===== src/rtl/urb64_pkg.sv =====
// Shared types, constants and character functions of the serial relay framer.
`timescale 1ns / 1ps
`default_nettype none

package urb64_pkg;

  localparam int REM_W = 6;
  localparam int STOP_CAP_BYTES = 45;
  localparam int GROUP_BYTES = 3;
  localparam logic [7:0] PORT_DIGIT_RESET = 8'd49;
  localparam logic [7:0] PAD_CHAR = "=";
  localparam logic [3:0] HDR_LAST = 4'd11;
  localparam logic [3:0] B64_LAST = 4'd3;
  localparam logic [3:0] TRL_LAST = 4'd2;

  localparam logic [1:0] CMD_START = 2'd0;
  localparam logic [1:0] CMD_BYTE  = 2'd1;
  localparam logic [1:0] CMD_POLL  = 2'd2;
  localparam logic [1:0] CMD_STOP  = 2'd3;

  localparam logic [1:0] CFG_ID_FIRST  = 2'd0;
  localparam logic [1:0] CFG_ID_SECOND = 2'd1;
  localparam logic [1:0] CFG_PORT      = 2'd2;

  typedef struct packed {
    logic [1:0] command;
    logic [7:0] rx_byte;
  } in_t;

  typedef struct packed {
    logic [7:0] out_char;
    logic       run_last;
    logic       overrun_seen;
  } out_t;

  typedef enum logic [1:0] {
    SRC_HDR = 2'd0,
    SRC_B64 = 2'd1,
    SRC_TRL = 2'd2
  } src_t;

  typedef struct packed {
    logic start;
    logic wr;
    logic poll;
    logic stop;
    logic grp_init;
    logic rd;
    logic cap;
    logic emit;
    src_t src;
  } cmd_t;

  typedef struct packed {
    logic poll_go;
    logic stop_go;
    logic byte_last;
    logic emit_last;
    logic more;
    logic poll_mode;
    logic out_free;
  } stat_t;

  function automatic logic [7:0] b64_char(input logic [5:0] v);
    logic [7:0] r;
    if (v < 6'd26) begin
      r = 8'h41 + {2'b00, v};
    end else if (v < 6'd52) begin
      r = 8'h61 + {2'b00, v} - 8'd26;
    end else if (v < 6'd62) begin
      r = 8'h30 + {2'b00, v} - 8'd52;
    end else if (v == 6'd62) begin
      r = "+";
    end else begin
      r = "/";
    end
    return r;
  endfunction

  function automatic logic [7:0] hdr_char(input logic [3:0] idx, input logic [7:0] id_first,
                                          input logic [7:0] id_second,
                                          input logic [7:0] port_digit);
    logic [7:0] r;
    case (idx)
      4'd0:    r = "$";
      4'd1:    r = id_first;
      4'd2:    r = id_second;
      4'd3:    r = "E";
      4'd4:    r = "0";
      4'd5:    r = "5";
      4'd6:    r = ",";
      4'd7:    r = "7";
      4'd8:    r = "7";
      4'd9:    r = ",";
      4'd10:   r = port_digit;
      default: r = ",";
    endcase
    return r;
  endfunction

  function automatic logic [7:0] trl_char(input logic [1:0] idx);
    logic [7:0] r;
    case (idx)
      2'd0:    r = ",";
      2'd1:    r = 8'h0A;
      default: r = 8'h00;
    endcase
    return r;
  endfunction

endpackage

`default_nettype wire


===== src/rtl/uart_ring_base64_relay_core.sv =====
// Top level of the serial relay framer: ring buffer with base64 output framing.
`timescale 1ns / 1ps
`default_nettype none

// Requests are taken one at a time. A received-byte request produces no output. A start
// request emits its 12 header characters at one per cycle while the output side takes
// them. A poll or stop works through each group of up to three bytes in turn (one setup
// step, a registered memory read plus capture for each byte, then four characters); a
// stop adds three trailer characters. The ring holds RING_DEPTH-1 bytes and needs no
// clearing after reset. Configuration writes are taken on every cycle.
module uart_ring_base64_relay_core #(
  parameter int RING_DEPTH = 256,
  parameter int MAX_CHUNK_BYTES = 48
) (
  input  wire             logic clk,
  input  wire             logic rst,
  input  wire             logic in_valid,
  output logic            in_ready,
  input  urb64_pkg::in_t  in_data,
  output logic            out_valid,
  input  wire             logic out_ready,
  output urb64_pkg::out_t out_data,
  input  wire             logic cfg_valid,
  output logic            cfg_ready,
  input  wire             logic [1:0] cfg_index,
  input  wire             logic [7:0] cfg_data
);

  urb64_pkg::cmd_t  cmd;
  urb64_pkg::stat_t stat;

  assign cfg_ready = 1'b1;

  urb64_ctrl u_ctrl (
    .clk      (clk),
    .rst      (rst),
    .in_valid (in_valid),
    .in_ready (in_ready),
    .command  (in_data.command),
    .stat     (stat),
    .cmd      (cmd)
  );

  urb64_dp #(
    .RING_DEPTH      (RING_DEPTH),
    .MAX_CHUNK_BYTES (MAX_CHUNK_BYTES)
  ) u_dp (
    .clk       (clk),
    .rst       (rst),
    .cmd       (cmd),
    .stat      (stat),
    .rx_byte   (in_data.rx_byte),
    .cfg_valid (cfg_valid),
    .cfg_index (cfg_index),
    .cfg_data  (cfg_data),
    .out_valid (out_valid),
    .out_ready (out_ready),
    .out_data  (out_data)
  );

  a_emit_free: assert property (@(posedge clk) disable iff (rst)
    cmd.emit |-> stat.out_free)
    else $error("result loaded over a pending result");

  a_one_cmd: assert property (@(posedge clk) disable iff (rst)
    $onehot0({cmd.start, cmd.wr, cmd.poll, cmd.stop, cmd.grp_init, cmd.rd, cmd.cap, cmd.emit}))
    else $error("more than one datapath command at once");

  a_rd_cap: assert property (@(posedge clk) disable iff (rst)
    cmd.rd |=> cmd.cap)
    else $error("ring read data not captured");

  a_hdr_clean: assert property (@(posedge clk) disable iff (rst)
    (cmd.emit && cmd.src == urb64_pkg::SRC_HDR) |=> !out_data.overrun_seen)
    else $error("header character carries overrun");

endmodule

`default_nettype wire


===== src/rtl/urb64_dp.sv =====
// Datapath: ring memory, pointers, group assembly, character generation, output register.
`timescale 1ns / 1ps
`default_nettype none

module urb64_dp #(
  parameter int RING_DEPTH = 256,
  parameter int MAX_CHUNK_BYTES = 48
) (
  input  wire                logic clk,
  input  wire                logic rst,
  input  urb64_pkg::cmd_t    cmd,
  output urb64_pkg::stat_t   stat,
  input  wire                logic [7:0] rx_byte,
  input  wire                logic cfg_valid,
  input  wire                logic [1:0] cfg_index,
  input  wire                logic [7:0] cfg_data,
  output logic               out_valid,
  input  wire                logic out_ready,
  output urb64_pkg::out_t    out_data
);

  localparam int PTR_W = $clog2(RING_DEPTH);
  localparam int CW = (PTR_W > urb64_pkg::REM_W) ? PTR_W : urb64_pkg::REM_W;
  localparam logic [PTR_W-1:0] PTR_LAST = PTR_W'(RING_DEPTH - 1);
  localparam logic [PTR_W:0] DEPTH_X = (PTR_W + 1)'(RING_DEPTH);
  localparam logic [urb64_pkg::REM_W-1:0] GRP = urb64_pkg::REM_W'(urb64_pkg::GROUP_BYTES);

  logic [7:0] mem [RING_DEPTH];
  logic [PTR_W-1:0] wp;
  logic [PTR_W-1:0] rp;
  logic overrun;
  logic listening;
  logic [7:0] id_first;
  logic [7:0] id_second;
  logic [7:0] port_digit;
  logic [urb64_pkg::REM_W-1:0] rem;
  logic [1:0] take;
  logic [1:0] k;
  logic [7:0] grp [3];
  logic [7:0] rdata;
  logic [3:0] cidx;
  logic poll_mode;

  logic [PTR_W-1:0] wp_inc;
  logic [PTR_W-1:0] rp_inc;
  logic full;
  logic [PTR_W-1:0] cnt;
  logic [CW-1:0] cnt_x;
  logic [urb64_pkg::REM_W-1:0] poll_len;
  logic [urb64_pkg::REM_W-1:0] stop_len;
  logic [1:0] take_new;
  logic more;
  logic out_free;
  logic [23:0] w;
  logic [5:0] sextet;
  logic pad;
  logic [7:0] ch;
  logic last;
  logic run;
  logic byte_ok;

  always_comb begin
    wp_inc = (wp == PTR_LAST) ? '0 : wp + 1'b1;
    rp_inc = (rp == PTR_LAST) ? '0 : rp + 1'b1;
    full = (wp_inc == rp);
    byte_ok = listening && !overrun;
    if (wp >= rp) begin
      cnt = wp - rp;
    end else begin
      cnt = PTR_W'(({1'b0, wp} + DEPTH_X) - {1'b0, rp});
    end
    cnt_x = CW'(cnt);
    poll_len = (cnt_x > CW'(MAX_CHUNK_BYTES)) ? urb64_pkg::REM_W'(MAX_CHUNK_BYTES)
                                               : urb64_pkg::REM_W'(cnt_x);
    stop_len = (cnt_x > CW'(urb64_pkg::STOP_CAP_BYTES))
               ? urb64_pkg::REM_W'(urb64_pkg::STOP_CAP_BYTES) : urb64_pkg::REM_W'(cnt_x);
    take_new = (rem >= GRP) ? 2'd3 : rem[1:0];
    more = poll_mode ? (rem >= GRP) : (rem != '0);
    out_free = !out_valid || out_ready;
  end

  always_comb begin
    w = {grp[0], grp[1], grp[2]};
    case (cidx[1:0])
      2'd0:    sextet = w[23:18];
      2'd1:    sextet = w[17:12];
      2'd2:    sextet = w[11:6];
      default: sextet = w[5:0];
    endcase
    pad = ((cidx[1:0] == 2'd2) && (take < 2'd2)) || ((cidx[1:0] == 2'd3) && (take < 2'd3));
    case (cmd.src)
      urb64_pkg::SRC_HDR: begin
        ch = urb64_pkg::hdr_char(cidx, id_first, id_second, port_digit);
        last = (cidx == urb64_pkg::HDR_LAST);
        run = last;
      end
      urb64_pkg::SRC_B64: begin
        ch = pad ? urb64_pkg::PAD_CHAR : urb64_pkg::b64_char(sextet);
        last = (cidx == urb64_pkg::B64_LAST);
        run = last && poll_mode && !more;
      end
      urb64_pkg::SRC_TRL: begin
        ch = urb64_pkg::trl_char(cidx[1:0]);
        last = (cidx == urb64_pkg::TRL_LAST);
        run = last;
      end
      default: begin
        ch = '0;
        last = 1'b1;
        run = 1'b1;
      end
    endcase
  end

  always_comb begin
    stat.poll_go = !overrun && (poll_len >= GRP);
    stat.stop_go = !overrun && (stop_len != '0);
    stat.byte_last = (k == take - 2'd1);
    stat.emit_last = last;
    stat.more = more;
    stat.poll_mode = poll_mode;
    stat.out_free = out_free;
  end

  always_ff @(posedge clk) begin
    if (rst) begin
      wp <= '0;
      rp <= '0;
      overrun <= 1'b0;
      listening <= 1'b0;
      id_first <= '0;
      id_second <= '0;
      port_digit <= urb64_pkg::PORT_DIGIT_RESET;
      rem <= '0;
      take <= '0;
      k <= '0;
      cidx <= '0;
      poll_mode <= 1'b0;
      out_valid <= 1'b0;
    end else begin
      if (cfg_valid) begin
        case (cfg_index)
          urb64_pkg::CFG_ID_FIRST:  id_first <= cfg_data;
          urb64_pkg::CFG_ID_SECOND: id_second <= cfg_data;
          urb64_pkg::CFG_PORT:      port_digit <= cfg_data;
          default: ;
        endcase
      end
      if (cmd.start) begin
        wp <= '0;
        rp <= '0;
        overrun <= 1'b0;
        listening <= 1'b1;
      end
      if (cmd.wr && byte_ok) begin
        if (full) begin
          overrun <= 1'b1;
        end else begin
          wp <= wp_inc;
        end
      end
      if (cmd.poll) begin
        rem <= poll_len;
        poll_mode <= 1'b1;
      end
      if (cmd.stop) begin
        listening <= 1'b0;
        rem <= overrun ? '0 : stop_len;
        poll_mode <= 1'b0;
      end
      if (cmd.grp_init) begin
        take <= take_new;
        rem <= rem - urb64_pkg::REM_W'(take_new);
        k <= '0;
      end
      if (cmd.rd) begin
        rp <= rp_inc;
      end
      if (cmd.cap) begin
        k <= k + 2'd1;
      end
      if (cmd.emit) begin
        cidx <= last ? '0 : cidx + 4'd1;
        out_valid <= 1'b1;
      end else if (out_ready) begin
        out_valid <= 1'b0;
      end
    end
  end

  always_ff @(posedge clk) begin
    if (cmd.wr && byte_ok && !full) begin
      mem[wp] <= rx_byte;
    end
    if (cmd.rd) begin
      rdata <= mem[rp];
    end
    if (cmd.grp_init) begin
      grp[0] <= '0;
      grp[1] <= '0;
      grp[2] <= '0;
    end else if (cmd.cap) begin
      grp[k] <= rdata;
    end
    if (cmd.emit) begin
      out_data.out_char <= ch;
      out_data.run_last <= run;
      out_data.overrun_seen <= overrun;
    end
  end

endmodule

`default_nettype wire


===== src/rtl/urb64_ctrl.sv =====
// Controller: sequences header, group read, base64 emission and trailer.
`timescale 1ns / 1ps
`default_nettype none

module urb64_ctrl (
  input  wire              logic clk,
  input  wire              logic rst,
  input  wire              logic in_valid,
  output logic             in_ready,
  input  wire              logic [1:0] command,
  input  urb64_pkg::stat_t stat,
  output urb64_pkg::cmd_t  cmd
);

  typedef enum logic [6:0] {
    S_IDLE = 7'b0000001,
    S_HDR  = 7'b0000010,
    S_GRP  = 7'b0000100,
    S_RD   = 7'b0001000,
    S_CAP  = 7'b0010000,
    S_EMIT = 7'b0100000,
    S_TRL  = 7'b1000000
  } state_t;

  state_t state;
  state_t state_next;

  always_comb begin
    state_next = state;
    cmd = '0;
    cmd.src = urb64_pkg::SRC_HDR;
    in_ready = (state == S_IDLE);
    case (state)
      S_IDLE: begin
        if (in_valid) begin
          case (command)
            urb64_pkg::CMD_START: begin
              cmd.start = 1'b1;
              state_next = S_HDR;
            end
            urb64_pkg::CMD_BYTE: cmd.wr = 1'b1;
            urb64_pkg::CMD_POLL: begin
              cmd.poll = 1'b1;
              if (stat.poll_go) begin
                state_next = S_GRP;
              end
            end
            default: begin
              cmd.stop = 1'b1;
              state_next = stat.stop_go ? S_GRP : S_TRL;
            end
          endcase
        end
      end
      S_HDR: begin
        cmd.src = urb64_pkg::SRC_HDR;
        if (stat.out_free) begin
          cmd.emit = 1'b1;
          if (stat.emit_last) begin
            state_next = S_IDLE;
          end
        end
      end
      S_GRP: begin
        cmd.grp_init = 1'b1;
        state_next = S_RD;
      end
      S_RD: begin
        cmd.rd = 1'b1;
        state_next = S_CAP;
      end
      S_CAP: begin
        cmd.cap = 1'b1;
        state_next = stat.byte_last ? S_EMIT : S_RD;
      end
      S_EMIT: begin
        cmd.src = urb64_pkg::SRC_B64;
        if (stat.out_free) begin
          cmd.emit = 1'b1;
          if (stat.emit_last) begin
            if (stat.more) begin
              state_next = S_GRP;
            end else if (stat.poll_mode) begin
              state_next = S_IDLE;
            end else begin
              state_next = S_TRL;
            end
          end
        end
      end
      S_TRL: begin
        cmd.src = urb64_pkg::SRC_TRL;
        if (stat.out_free) begin
          cmd.emit = 1'b1;
          if (stat.emit_last) begin
            state_next = S_IDLE;
          end
        end
      end
      default: state_next = S_IDLE;
    endcase
  end

  always_ff @(posedge clk) begin
    if (rst) begin
      state <= S_IDLE;
    end else begin
      state <= state_next;
    end
  end

endmodule

`default_nettype wire

===== config.mk =====
export PLATFORM = sky130hd
export DESIGN_NAME = uart_ring_base64_relay_core
export DESIGN_NICKNAME = d
export VERILOG_FILES = /design/src/rtl/urb64_pkg.sv /design/src/rtl/uart_ring_base64_relay_core.sv /design/src/rtl/urb64_dp.sv /design/src/rtl/urb64_ctrl.sv
export SDC_FILE = /design/constraint.sdc
export NUM_CORES = 2
export LEC_CHECK = 0
export BUFFER_PORTS_ARGS = -buffer_cell sky130_fd_sc_hd__buf_2
export CAP_MARGIN = 10
export CORE_MARGIN = 2
export CORE_UTILIZATION = 56
export DETAILED_ROUTE_END_ITERATION = 6
export GPL_TIMING_DRIVEN = 1
export PLACE_DENSITY = 0.72
export RECOVER_POWER = 25
export SLEW_MARGIN = 10
export SYNTH_ARGS = -nofsm -noshare
export SYNTH_HDL_FRONTEND = slang
export SYNTH_SLANG_ARGS = --single-unit
export TNS_END_PERCENT = 100

===== constraint.sdc =====
create_clock -name clk -period 8.1 [get_ports clk]
set_clock_uncertainty 0.05 [all_clocks]
set_input_delay 1.62 -clock clk [delete_from_list [all_inputs] [get_ports clk]]
set_output_delay 1.62 -clock clk [all_outputs]
set_load 0.02 [all_outputs]

After elaboration in Yosys (flattened, before gate mapping). Memories as Yosys holds them, arrays and structs flattened. A register that Yosys moved wholly into a read port is not among the register bits. Index checks and enable logic that the tools add are counted. W data, S select, Z words.

Add/subtract/negate cells: 14. Magnitude comparators: 10. Equal/unequal tests: 37. Mux-type cells: 68. Reduce and logical (&&, ||, !) cells: 35.

Operator list (count): $mux W8 (13); $pmux W8 S8 (1); $mux W7 (9); $mux W6 (7); $pmux W7 S6 (1); $add A8 B1 Y8 const B (3); $pmux W8 S3 (1); $mux W1 (22); $pmux W7 S3 (1); $pmux W6 S3 (1); $add A7 B6 Y8 const A (2); $eq A8 B8 Y1 const B (2); $gt A8 B6 Y1 const B (2); $sub A8 B8 Y8 (2); $eq A4 B3 Y1 const B (3); $eq A4 B4 Y1 const B (3); $ge A6 B2 Y1 const B (2); $lt A6 B6 Y1 const B (2); $mux W4 (3); $pmux W6 S2 (1); $reduce_bool A6 Y1 (2); $eq A2 B2 Y1 const B (5); $logic_and A1 B1 Y1 (9); $pmux W3 S3 (1); other kinds (40) (66).

Register bits: 75. RAM bits: 2072. Output and inout port bits: 13. Logic and storage cells: 183. Memories: 2.

Memories: u_dp.mem (depth 256, bits a word 8, read ports 1, clocked after Yosys merged registers in 1, wr ports 1, RTL line urb64_dp.sv:28) `logic [7:0] mem [RING_DEPTH];`; u_dp.grp (depth 3, bits a word 8, read ports 3, clocked after Yosys merged registers in 0, wr ports 3, RTL line urb64_dp.sv:39) `logic [7:0] grp [3];`.

Longest topological paths before layout.
Word-level depth: 11. Mapped depth: 15. Gate-level depth less buffers: 13.

Cells and area by module. A second synthesis with hierarchy kept.

Cells, all modules: 4388. Area, all modules: 85739.7 µm².

By module, submodules not included: urb64_dp (instances 1, cells an instance 4309, area each 85162.9 µm², seq. area each 63921.3 µm²); urb64_ctrl (instances 1, cells an instance 77, area each 565.5 µm², seq. area each 140.1 µm²); uart_ring_base64_relay_core (instances 1, cells an instance 2, area each 11.3 µm², seq. area each 0.0 µm²).

Least setup slack after synthesis. Ideal clock, no wire load.

Path type: in2reg. From: in in_data[9] in the netlist's numbering. To: mem u_dp.mem[219][0] (enable). Setup time: 370 ps. Data arrival time: 3336 ps. Data required time: 7680 ps. Path slack: 4343 ps. Stages: 8. Buffers on the path: 2. Cell sequence: nand2b_1 > nor3b_1 > nand3_1 > a31oi_4 > buf_6 > nand4b_4 > buf_2 > nor2_1.

Longest elaborated chain between the ends: 8.

Ends and longest elaborated chain: from (decl) (RTL line uart_ring_base64_relay_core.sv:19) `input urb64_pkg::in_t in_data,`; $eq A2 B1 Y1 (RTL line urb64_ctrl.sv:36) `case (command)`; $mux W1 (RTL line urb64_ctrl.sv:36); $mux W4 (RTL line urb64_ctrl.sv:35) `if (in_valid) begin`; $mux W4 (RTL line urb64_ctrl.sv:33) `case (state)`; $logic_and A1 B1 Y1 (2 in series) (RTL line urb64_dp.sv:192) `if (cmd.wr && byte_ok && !full) begin`; $mux W1 (RTL line urb64_dp.sv:192); $mux W1 (implied by the code) (RTL line urb64_dp.sv:193) `mem[wp] <= rx_byte;`; to (decl) (RTL line urb64_dp.sv:28).

Every way passes these cells.

Final worst setup path.
From: in in_data[3] in the netlist's numbering. To: mem u_dp.mem[217][3], data pin.

Straight into the memory's write port.

==> impl_results.md <==
- Number of stages on the worst hold path: 1
- All-Layer GR Usage: roughly 30%
- Routed wirelength normalized by instance count: 34.41 um
- Total of max-cap violations: 9
- DR pass1 iterations: 6
- HPWL after detailed placement: roughly 140000 um
- Number of nets produced by synthesis: around 4500
- Period minus WS final: 6.659 ns
- Leakage power: approximately 29 nW
- Type of the worst min-delay path: reg2reg
- Via count of the first global-routing pass: ~45000
- Die area: ~160000 um^2
- Total Routed Length: 231600 um
- Root Driver: sky130_fd_sc_hd__clkbuf_16
- Area Overhead vs Synth: 10.35%
- Cells resized by post-CTS repair: 0
- Type of element capturing the critical path: flop
- Remaining Overflow, GRT: 0
- Die outline height: approximately 400 um
- Vias after detailed routing: between 40000 and 50000
- Final-stage net count: around 4600
- Number of library cell types mapped by synthesis: a little over 90
- Arrival time reported for the critical path endpoint: around 7 ns
- Total area of multi-input combinational cells: about 20000 um^2
- Part of the Yosys area used for sequential elements: 74.50%
- Clock latency at the later pin of the worst-skew pair: 0.85 ns
- Startpoint Class: primary input
- CTS tree: built
- Yosys warning count: 0
- Worst-path maximum fanout: 100
- Layout cells sized above 1: between 15 and 20%
- Worst R2R Path Depth: 8
- #FFs+latches synth: 2155
- Largest stage delay on the critical path: about 4.0 ns
- Final setup TNS: 0 ns
- Maximum root-to-sink buffer count: 3
- Met2 wire length: ~110000 um
- Top flip-flop cell by instance count after synthesis: sky130_fd_sc_hd__edfxtp_1
- Async set-or-reset flop fraction in the synthesized netlist: 0%
- Cts hold-fix bufs: 0
- Violations in the final reports: max-capacitance violations, max-slew violations
- Maximum clock frequency: 150.2 MHz
- Worst-margin pin slew: slightly above 6 ns
- Max_slew headroom: -306.6%
- Power density over the cells: approximately 240 nW/um^2
- Largest cells by area after synthesis: sky130_fd_sc_hd__edfxtp_1, sky130_fd_sc_hd__mux4_2, sky130_fd_sc_hd__mux2i_1
- Most frequent cell after synthesis: sky130_fd_sc_hd__edfxtp_1
- Clock-pin slew of the registers on the worst-case setup and hold paths: ~0.06 ns
- Critical path type: in2reg
- Syn Area/Cell: between 15 and 20 um^2
- Count of buffer and inverter cells on the critical path: 2
- Library cell with the largest summed area after synthesis: sky130_fd_sc_hd__edfxtp_1
- Unrepaired setup endpoints after global routing: false
- Post-synth design cell area: 85990 um^2
- Die width: ~400 um
- Worst path required time: between 8 and 9 ns
- Post-synthesis instance total: around 4500
- Routed wire length on met3: around 28000 um
- Most used standard cells in the synthesized netlist: sky130_fd_sc_hd__edfxtp_1, sky130_fd_sc_hd__mux4_2, sky130_fd_sc_hd__nor2_1, sky130_fd_sc_hd__mux2i_1, sky130_fd_sc_hd__nand2_1
- Final weighted congestion in routability-driven placement: between 0.9 and 1
- Area of the core: between 150000 and 200000 um^2
- Number of max-slew violations in the final report: between 800 and 900
- Site Rows: about 140
- Highest routed layer: met5
- Pin count of the biggest net entering global routing: approximately 160
- Post-CTS setup repair buffer count: 0
- Count of routing violations after the opening detailed-route iteration: between 7000 and 8000
- Initial antenna violation count: 12
- Critical path depth in cells: 2
- DRC violations left: 0
- Number of setup violations in the final report: 0
- Wl on met1: 85220 um
- Slowest library cell on the worst path: sky130_fd_sc_hd__clkbuf_1
- Vias per cell: about 6.9
- Post-synth top area share: between 70% and 80%
- Top Family by Delay on Critical Path: buffers and inverters
- Run status: finished with violations
- Count of placed standard cells in the final layout, fillers left out: slightly below 7000
- Number of enable-type register cells in the synthesized netlist: between 2000 and 2500
- Register Area: 64080 um^2
- Number of buffers added on ports: 36
- End-of-flow core utilization: between 60% and 70%
- Wire length of the first global-routing pass: between 300000 and 400000 um
- Final critical-path share of the clock period: 82.21%
- Peak supply drop: between 0.0002 and 0.00025 V
- I/O pin cnt: 38
- Total of fill cells in the finished design: just over 10000
- Starting utilization of the core area: between 50% and 60%
- Hold violation count in the final report: 0
- Total clock buffers created by CTS: approximately 200
- Number of levels the H-tree was split into: 4
- Cells traversed along the worst timing path: clkbuf_1 > buf_4
- Routed Antenna Nets: 0
- Clock tree sinks: between 2000 and 2500
- Dpl cells: around 6400
## where the power goes
group | internal [W] | switching (W) | total (W)
Clock | 0.00562 | 0.00419 | 0.00981
Sequential | 0.0123 | 0.0000216 | 0.0123
Combinational | 0.000126 | 0.000401 | 0.000527
## routing by layer
metal  vias to the layer above  track usage (%)
met5                         -           0.1232
met2                      3399            44.41
met4                        10            13.00
met1                     23850            41.60
li1                      18510                -
met3                       550            7.492
## layout make-up
| class | count | share of cell area (%) |
|---|---|---|
| sequential | 2155 | 67.53 |
| multi-input combinational | 2015 | 21.48 |
| clock buffer | 243 | 5.679 |
| tap | 2030 | 2.677 |
| clock inverter | 137 | 1.539 |
| timing repair buffer | 112 | 0.9415 |
| inverter | 38 | 0.1516 |
| antenna | 2 | 0.005274 |
## path summary, 6_finish.rpt
check / start / endpoint / slack (ns)
worst max-delay path: in_data[3] / u_dp.mem[217][3]$_DFFE_PP_ / 1.44
worst min-delay path: u_dp.port_digit[0]$_SDFFE_PP1P_ / u_dp.port_digit[0]$_SDFFE_PP1P_ / 0.42
worst max register to register: u_dp.rp[3]$_SDFFE_PP0P_ / u_dp.mem[156][3]$_DFFE_PP_ / 2.47
worst min register to register: u_dp.port_digit[0]$_SDFFE_PP1P_ / u_dp.port_digit[0]$_SDFFE_PP1P_ / 0.42
## per-stage QoR
stage | hold slack, ns | worst slack [ns] | cell area [um^2] | total power (W)
finish | 0.4171 | 1.441 | 94890 | 0.02261
global route | 0.4339 | 1.209 | 94880 | 0.02314
CTS | 0.4210 | 2.638 | 94980 | 0.02266
detailed placement | 0.4046 | 2.264 | 88140 | 0.01303
global placement | 0.3939 | 2.371 | 88140 | 0.01301
floorplan | 0.3564 | 4.343 | 85990 | 0.01273
## flip-flops by register name, indices dropped and copies added (netlist names), 6 cells and up
signal / cells
u_dp.mem: 2048
u_dp.wp: 8
u_dp.id_second: 8
u_dp.grp: 24
u_dp.id_first: 8
u_dp.rp: 8
u_dp.rem: 6
u_dp.rdata: 8
u_ctrl.state: 7
u_dp.port_digit: 8
u_dp.out_data: 10
## worst register-to-register path, cell delays in order (launching register included)
cell and delay (ns):
sky130_fd_sc_hd__dfxtp_2 0.68, sky130_fd_sc_hd__clkinv_2 0.72, sky130_fd_sc_hd__or3_1 0.57, sky130_fd_sc_hd__o221ai_1 0.10, sky130_fd_sc_hd__nor4_2 0.11, sky130_fd_sc_hd__a31oi_4 0.87
sky130_fd_sc_hd__nand4_1 0.99, sky130_fd_sc_hd__buf_4 0.57, sky130_fd_sc_hd__nor2_1 0.62
## placed cells by master (no fill, tap or decap), types with 32 or more instances in the layout
master	Yosys	layout
sky130_fd_sc_hd__edfxtp_1	2090	2090
sky130_fd_sc_hd__mux4_2	457	457
sky130_fd_sc_hd__nor2_1	360	359
sky130_fd_sc_hd__clkbuf_16	0	210
sky130_fd_sc_hd__mux2i_1	187	187
sky130_fd_sc_hd__nand2_1	126	126
sky130_fd_sc_hd__a22oi_1	109	109
sky130_fd_sc_hd__a21oi_1	105	105
sky130_fd_sc_hd__o21ai_0	69	69
sky130_fd_sc_hd__buf_4	41	60
sky130_fd_sc_hd__dfxtp_1	65	59
sky130_fd_sc_hd__nand3_1	59	58
sky130_fd_sc_hd__clkinv_2	0	47
sky130_fd_sc_hd__clkinv_1	1	42
sky130_fd_sc_hd__clkbuf_1	106	42
sky130_fd_sc_hd__o22ai_1	41	41
sky130_fd_sc_hd__inv_1	33	33
sky130_fd_sc_hd__ha_1	32	32
## cells by family (layout without fill, tap and decap cells)
logic type | Yosys count | count (layout) | synth area share [%]
flops | 2155 | 2155 | 74.50
simple gates | 751 | 751 | 4.147
mux | 650 | 650 | 14.22
compound gates | 553 | 553 | 4.508
buf+inv | 315 | 530 | 1.848
fa+ha+maj | 33 | 33 | 0.4889
xor+xnor | 27 | 27 | 0.2837
other cells | 1 | 3 | 0.004361
Power figures use the tool's default switching activity.
